<file path="src/rtl/edd_pkg.sv">
// Shared types and register indexes for the error-diffusion dither block.
// Used by the pixel datapath, the top level and the testbench; depends on nothing else.
`timescale 1ns / 1ps

package edd_pkg;

  // Configuration register indexes.
  localparam logic REG_LINE_WIDTH  = 1'b0;
  localparam logic REG_FRAME_LINES = 1'b1;

  // Gray or binary pixel, unsigned.
  typedef logic [7:0] pix_t;

  // Quantization error, two's complement, -127..127.
  typedef logic signed [7:0] err_t;

  // Which neighbor errors lie inside the current frame and may be applied.
  typedef struct packed {
    logic below_right;  // error from width+1 pixels back, weight 1/16
    logic below;        // error from width pixels back, weight 5/16
    logic below_left;   // error from width-1 pixels back, weight 3/16
    logic next;         // error from the previous pixel, weight 7/16
  } taps_t;

endpackage

</file>
<file path="src/rtl/edd_quant.sv">
// Pixel datapath: applies the four diffused error shares with clamping,
// thresholds the result and forms the new error. Depends on edd_pkg.
`timescale 1ns / 1ps

module edd_quant
  import edd_pkg::*;
(
  input  pix_t  gray,
  input  taps_t taps,
  input  err_t  err_next,         // previous pixel
  input  err_t  err_below_left,   // width-1 back
  input  err_t  err_below,        // width back
  input  err_t  err_below_right,  // width+1 back
  output pix_t  bin_pixel,
  output err_t  err
);

  localparam pix_t       THRESHOLD = 8'd127;
  localparam pix_t       PIX_WHITE = 8'd255;
  localparam pix_t       PIX_BLACK = 8'd0;
  localparam logic [3:0] WT_NEXT   = 4'd7;
  localparam logic [3:0] WT_BLEFT  = 4'd3;
  localparam logic [3:0] WT_BELOW  = 4'd5;
  localparam logic [3:0] WT_BRIGHT = 4'd1;

  // Weighted share of an error, divided by 16 and truncated toward zero.
  function automatic err_t share(err_t e, logic [3:0] wt);
    logic signed [12:0] prod;
    prod = 13'(e) * $signed({1'b0, wt});
    if (prod < 0) begin
      prod = prod + 13'sd15;
    end
    return err_t'(prod >>> 4);
  endfunction

  // Add a share to a pixel and saturate to 0..255.
  function automatic pix_t clamp_add(pix_t pix, err_t s);
    logic signed [9:0] t;
    t = $signed({2'b00, pix}) + 10'(s);
    if (t > 10'sd255) begin
      return PIX_WHITE;
    end else if (t < 10'sd0) begin
      return PIX_BLACK;
    end
    return t[7:0];
  endfunction

  pix_t v0, v1, v2, v3;

  // Shares are applied in the order the neighbors produced them.
  always_comb begin
    v0 = taps.below_right ? clamp_add(gray, share(err_below_right, WT_BRIGHT)) : gray;
    v1 = taps.below       ? clamp_add(v0, share(err_below, WT_BELOW))          : v0;
    v2 = taps.below_left  ? clamp_add(v1, share(err_below_left, WT_BLEFT))     : v1;
    v3 = taps.next        ? clamp_add(v2, share(err_next, WT_NEXT))            : v2;
  end

  // Threshold and residual error.
  always_comb begin
    if (v3 > THRESHOLD) begin
      bin_pixel = PIX_WHITE;
      err       = err_t'({1'b0, v3} - {1'b0, PIX_WHITE});
    end else begin
      bin_pixel = PIX_BLACK;
      err       = err_t'(v3);
    end
  end

endmodule

</file>
<file path="config.mk">
export PLATFORM = sky130hd
export DESIGN_NAME = edd_quant
export DESIGN_NICKNAME = d
export VERILOG_FILES = /design/src/rtl/edd_pkg.sv /design/src/rtl/edd_quant.sv
export SDC_FILE = /design/constraint.sdc
export NUM_CORES = 1
export LEC_CHECK = 0
export ABC_AREA = 1
export BUFFER_PORTS_ARGS = -buffer_cell sky130_fd_sc_hd__buf_2
export CAP_MARGIN = 20
export CELL_PAD_IN_SITES_DETAIL_PLACEMENT = 0
export CELL_PAD_IN_SITES_GLOBAL_PLACEMENT = 1
export CORE_MARGIN = 5
export CORE_UTILIZATION = 43
export DETAILED_ROUTE_END_ITERATION = 16
export PLACE_DENSITY_LB_ADDON = 0.2
export SLEW_MARGIN = 5
export SYNTH_ARGS = -nofsm -noshare
export SYNTH_HDL_FRONTEND = slang
export SYNTH_SLANG_ARGS = --single-unit
</file>
<file path="constraint.sdc">
create_clock -name vclk -period 13.95
set_input_delay 2.79 -clock vclk [all_inputs]
set_output_delay 2.79 -clock vclk [all_outputs]
set_load 0.02 [all_outputs]
</file>
-- After elaboration in Yosys (flattened, before gate mapping)
Index checks and enable logic that the tools add are counted.
- register bits after elaboration: 0
- output and inout port bits: 16
- input port bits: 44
- order comparisons: 13
- multiplexer cells: 30
- multipliers: 3
- add/subtract/negate cells: 9
- operators with widths (kind ; count):
    8-bit 2-to-1 mux ; 18
    12-bit 2-to-1 mux ; 4
    9-bit by 8-bit adder with 10-bit output ; 4
    10-bit by 9-bit greater-than comparator with 1-bit output (second input constant) ; 4
    10-bit by 1-bit less-than comparator with 1-bit output (second input constant) ; 4
    12-bit by 5-bit adder with 12-bit output (second input constant) ; 2
    12-bit by 1-bit less-than comparator with 1-bit output (second input constant) ; 2
    8-bit by 4-bit multiplier with 12-bit output (second input constant) ; 2
    11-bit by 5-bit adder with 12-bit output (second input constant) ; 1
    11-bit by 1-bit less-than comparator with 1-bit output (second input constant) ; 1
    8-bit by 3-bit multiplier with 11-bit output (second input constant) ; 1
    8-bit by 5-bit adder with 9-bit output (second input constant) ; 1
    8-bit by 7-bit greater-than comparator with 1-bit output (second input constant) ; 1
    8-bit by 1-bit less-than comparator with 1-bit output (second input constant) ; 1
    1-bit 2-to-1 mux ; 8
    8-bit subtractor (second input constant) ; 1

-- Logic depth before layout (Yosys ltp)
- word-level depth: 28
- mapped depth: 69
- gate-level depth less buffers: 69

-- Worst setup path before layout
Ideal clock, no wire load.
- path type: input port to output port
- from: input err_below[1]
- to: output err[4]
- data required time: 11.160 ns
- data arrival time: 10.272 ns
- setup slack: 0.888 ns
- stages: 62
- buffers on the path: 0
- path through: ha_1 ha_1 inv_1 fa_1 inv_1 nand3_1 nand2_1 nand2_1 nand2_2 nand3_1 nand2_1 nand3_1 nor2_1 nand2_1 nor2_1 nand3_1 xor2_1 ha_1 [... 26 more ...] nand2_1 nand2_1 nand2_1 a21o_1 a21o_1 a21oi_1 inv_1 nand2_1 nand2_1 nand2_2 nand2_1 nand2_1 nand2_2 ha_1 nand2_2 nor2_4 nand2_1 xor2_1
- longest elaborated chain between the ends: 23
- elaborated cells between the ends (all ways): 31
- classes of those cells: add/sub (5); mul (1); order compare (8); mux (17)
- ends and longest elaborated chain (what ; line ; text):
    from (decl) ; edd_quant.sv:12 ; input err_t err_below,
    8-bit by 4-bit multiplier with 12-bit output (*) ; edd_quant.sv:29 ; prod = 13'(e) * $signed({1'b0, wt});
    12-bit by 5-bit adder with 12-bit output / 12-bit by 1-bit less-than comparator with 1-bit output (equally long branches) ; edd_quant.sv:31, edd_quant.sv:30 ;
    12-bit 2-to-1 mux (*) ; edd_quant.sv:30 ; if (prod < 0) begin
    9-bit by 8-bit adder with 10-bit output (*) ; edd_quant.sv:39 ; t = $signed({2'b00, pix}) + 10'(s);
    10-bit by 1-bit less-than comparator with 1-bit output ; edd_quant.sv:42 ; end else if (t < 10'sd0) begin
    1-bit 2-to-1 mux ; edd_quant.sv:42 ;
    1-bit 2-to-1 mux ; edd_quant.sv:40 ; if (t > 10'sd255) begin
    8-bit 2-to-1 mux (*) ; edd_quant.sv:45 ; return t[7:0];
    [... 7 more ...] ; -- ;
    9-bit by 8-bit adder with 10-bit output ; edd_quant.sv:39 ;
    10-bit by 1-bit less-than comparator with 1-bit output ; edd_quant.sv:42 ;
    1-bit 2-to-1 mux ; edd_quant.sv:42 ;
    1-bit 2-to-1 mux ; edd_quant.sv:40 ;
    8-bit 2-to-1 mux ; edd_quant.sv:45 ;
    8-bit 2-to-1 mux (*) ; edd_quant.sv:55 ; v3 = taps.next ? clamp_add(v2, share(err_next, WT_NEXT)) : v2;
    8-bit subtractor / 8-bit by 7-bit greater-than comparator with 1-bit output (equally long branches) ; edd_quant.sv:62, edd_quant.sv:60 ;
    8-bit 2-to-1 mux (*) ; edd_quant.sv:60 ; if (v3 > THRESHOLD) begin
    to (decl) ; edd_quant.sv:15 ; output err_t err
Mark *: on every way between the ends. The rest lies on a longest branch, timed or not.

-- Worst setup path after layout
- from: input err_below[3]
- to: output err[6]
Same word-level chain as after synthesis.

==> flow_summary.json <==
{
  "routed-via-count": 4786,
  "hold_class": "in2out",
  "antenna_cells_inserted": 0,
  "peakVddDrop_v": 0.000108,
  "count_of_clock_buffers_in_the_final_design": 0,
  "worstPathArrival_ns": 10.62,
  "syn2layout_area_growth_pct": 18.0,
  "synthDominantCellAreaShare_pct": 22.0,
  "top_layer_used": "met4",
  "post-route-drc-count": 0,
  "clock.fmax_mhz": 74.6,
  "slew_headroom_pct": 68.9,
  "period_share_pct": 96.1,
  "critPathSlowestCell": "sky130_fd_sc_hd__fa_2",
  "worstSetupEndpointType": "output port",
  "dp.cells": 985,
  "grt_start_max_net_pins": 16,
  "run_status": "finished, final reports clean",
  "wl_per_cell_um": 11.3,
  "power_density_mw_per_mm2": 131,
  "floorplan.core_area_mm2": 0.0108,
  "max_stage_delay_ns": 0.41,
  "worst_path_dominant_cell_family": "simple AND/OR/NAND/NOR gates",
  "syn-num-nets": 933,
  "finish.cell_count_without_fillers": 1001,
  "yosysUniqueCellTypes": 41,
  "wl_met2_mm": 5.21,
  "io_port_bufs": 60,
  "register_area_um2": 0,
  "die_height_um": 115,
  "finalNetCount": 1002,
  "route.met3.wl_um": 340,
  "maximum_fanout_along_the_worst_path": 7,
  "route.detailed.vias_per_inst": 4.78,
  "finalMaxSlewViolations": 0,
  "finalHoldViolations": 0,
  "ant_nets": 0,
  "crit_path_launch_type": "input port",
  "routedLengthMet1_mm": 5.63,
  "drt_first_iter_violations": 197,
  "final_core_utilization_pct": 51.5,
  "final_layout_size_suffix_gt1_share_pct": 22.4,
  "critPathBufInv": 8,
  "detail_route.first_pass.iterations": 4,
  "critical_path_class": "in2out",
  "die_area_mm2": 0.0132,
  "effective_utilization_at_floorplan_pct": 43.7,
  "ys.warnings.count": 0,
  "synthesis.instances": 794,
  "max_slew.worst_pin.slew_ns": 0.462,
  "finalSetupViolCount": 0,
  "crit_required_ns": 11.16,
  "ys_seq_area_share_pct": 0,
  "ys_top_cells_by_area": "sky130_fd_sc_hd__ha_1 22%, sky130_fd_sc_hd__nand2_1 16%, sky130_fd_sc_hd__inv_1 14%",
  "finalWorstPathRequiredPeriod_ns": 13.41,
  "routed_wirelength_mm": 11.4,
  "p_leak_nw": 3.28,
  "floorplan.rows": 38,
  "seq_cells": 0,
  "floorplan.io_pins": 60,
  "grt_util_all_layers_pct": 15.7,
  "postSynthAreaPerCell_um2": 5.94,
  "via_count_of_the_first_global_routing_pass": 4414,
  "mappedNetlistArea_mm2": 0.00471,
  "maxCapViolCount": 0,
  "whs_ns": 6.18,
  "grt_first_pass_wirelength_mm": 18.4,
  "place_hpwl_mm": 9.49,
  "cts.hold.buffers_added": 0,
  "synth_largest_area_cell": "sky130_fd_sc_hd__ha_1",
  "antenna_violations_before_repair": 0,
  "floorplan.die.width_um": 115,
  "grt-ovfl-total": 0,
  "routabilityCongestion": 0.904
}
-- layout make-up --
cell class / count / area, um^2
inverter: 182 / 683
fill: 1117 / 5230
timing repair buffer: 75 / 415
tap: 140 / 175
multi-input combinational: 604 / 4290
-- Yosys cell counts, types with 2 or more instances --
library cell               number
sky130_fd_sc_hd__and2_1         2
sky130_fd_sc_hd__inv_2          8
sky130_fd_sc_hd__nand4_1        9
sky130_fd_sc_hd__xnor2_1       16
sky130_fd_sc_hd__o211ai_1       7
sky130_fd_sc_hd__o21ai_0       20
sky130_fd_sc_hd__nor2_2         6
sky130_fd_sc_hd__fa_1          12
sky130_fd_sc_hd__nand3b_1       4
sky130_fd_sc_hd__o21ai_1        9
sky130_fd_sc_hd__nand3_1       61
sky130_fd_sc_hd__a21oi_1       39
sky130_fd_sc_hd__xor2_2         5
sky130_fd_sc_hd__a31oi_1        4
sky130_fd_sc_hd__a21o_1         5
sky130_fd_sc_hd__ha_1          83
sky130_fd_sc_hd__nand2_1      197
sky130_fd_sc_hd__nor2_1        34
sky130_fd_sc_hd__nand2_4        3
sky130_fd_sc_hd__nand2_2       24
sky130_fd_sc_hd__nor3_1         3
sky130_fd_sc_hd__nand3_2        3
sky130_fd_sc_hd__clkinv_1       3
sky130_fd_sc_hd__xor2_1        34
sky130_fd_sc_hd__nor4_1         3
sky130_fd_sc_hd__or2_1          2
sky130_fd_sc_hd__or2_2          4
sky130_fd_sc_hd__inv_1        171
sky130_fd_sc_hd__a21oi_2        3
sky130_fd_sc_hd__buf_4          7
sky130_fd_sc_hd__nor2_4         3
-- layout by cell type, fill, tap and decap left out, types with 14 or more instances in the layout --
cell type                 instances
sky130_fd_sc_hd__nand2_2         34
sky130_fd_sc_hd__nand2_1        185
sky130_fd_sc_hd__xor2_1          34
sky130_fd_sc_hd__a21oi_1         34
sky130_fd_sc_hd__nor2_1          32
sky130_fd_sc_hd__ha_1            70
sky130_fd_sc_hd__buf_4           16
sky130_fd_sc_hd__nand3_1         53
sky130_fd_sc_hd__xnor2_1         15
sky130_fd_sc_hd__buf_2           59
sky130_fd_sc_hd__o21ai_0         14
sky130_fd_sc_hd__inv_1          169
-- metal layers --
metal	GRT usage (%)	up-vias
met5	0	-
met4	2.11	0
met3	0.634	14
met2	27.2	72
met1	22.3	2078
li1	-	2622
-- logic make-up after synthesis --
logic type               share of synthesized area [%]
AO/OA/AOI/OAI                                     11.2
XOR/XNOR                                          11.0
adder cells (fa/ha/maj)                           27.1
buffers and inverters                             15.8
multiplexers                                     0.239
AND/OR/NAND/NOR                                   34.7
-- per-stage QoR --
step | cell area (um^2) | setup slack [ns] | power, mW | TNS (ns)
global route | 5560 | -0.130 | 0.818 | -0.427
detailed placement | 5130 | -0.123 | 0.640 | -0.284
CTS | 5140 | 0.00892 | 0.644 | 0
global placement | 5130 | 0.0261 | 0.633 | 0
finish | 5560 | 0.541 | 0.727 | 0
floorplan | 4710 | 0.888 | 0.520 | 0
-- path summary, 6_finish.rpt --
kind                          from           end  slack, ns  cells after the start
worst max-delay path  err_below[3]        err[6]       0.54                     65
worst min-delay path       taps[1]  bin_pixel[1]       6.18                      5
-- repair_timing --
item	in CTS	in global routing
cloned	0	1
buffers inserted	0	15
pin swaps	0	29
endpoints found under the setup margin	3	16
resized for setup	3	72
-- worst min-delay path: stages --
cell and delay [ns]:
sky130_fd_sc_hd__buf_2 0.12, sky130_fd_sc_hd__nand2_1 0.09, sky130_fd_sc_hd__nand3_2 0.10, sky130_fd_sc_hd__nand2_4 0.11
sky130_fd_sc_hd__buf_2 0.18
-- power breakdown --
| part | switching [mW] | internal (mW) |
|---|---|---|
| registers | 0 | 0 |
| logic | 0.438 | 0.288 |
| clock network | 0 | 0 |
No activity file was read; power rests on OpenSTA's default activity.
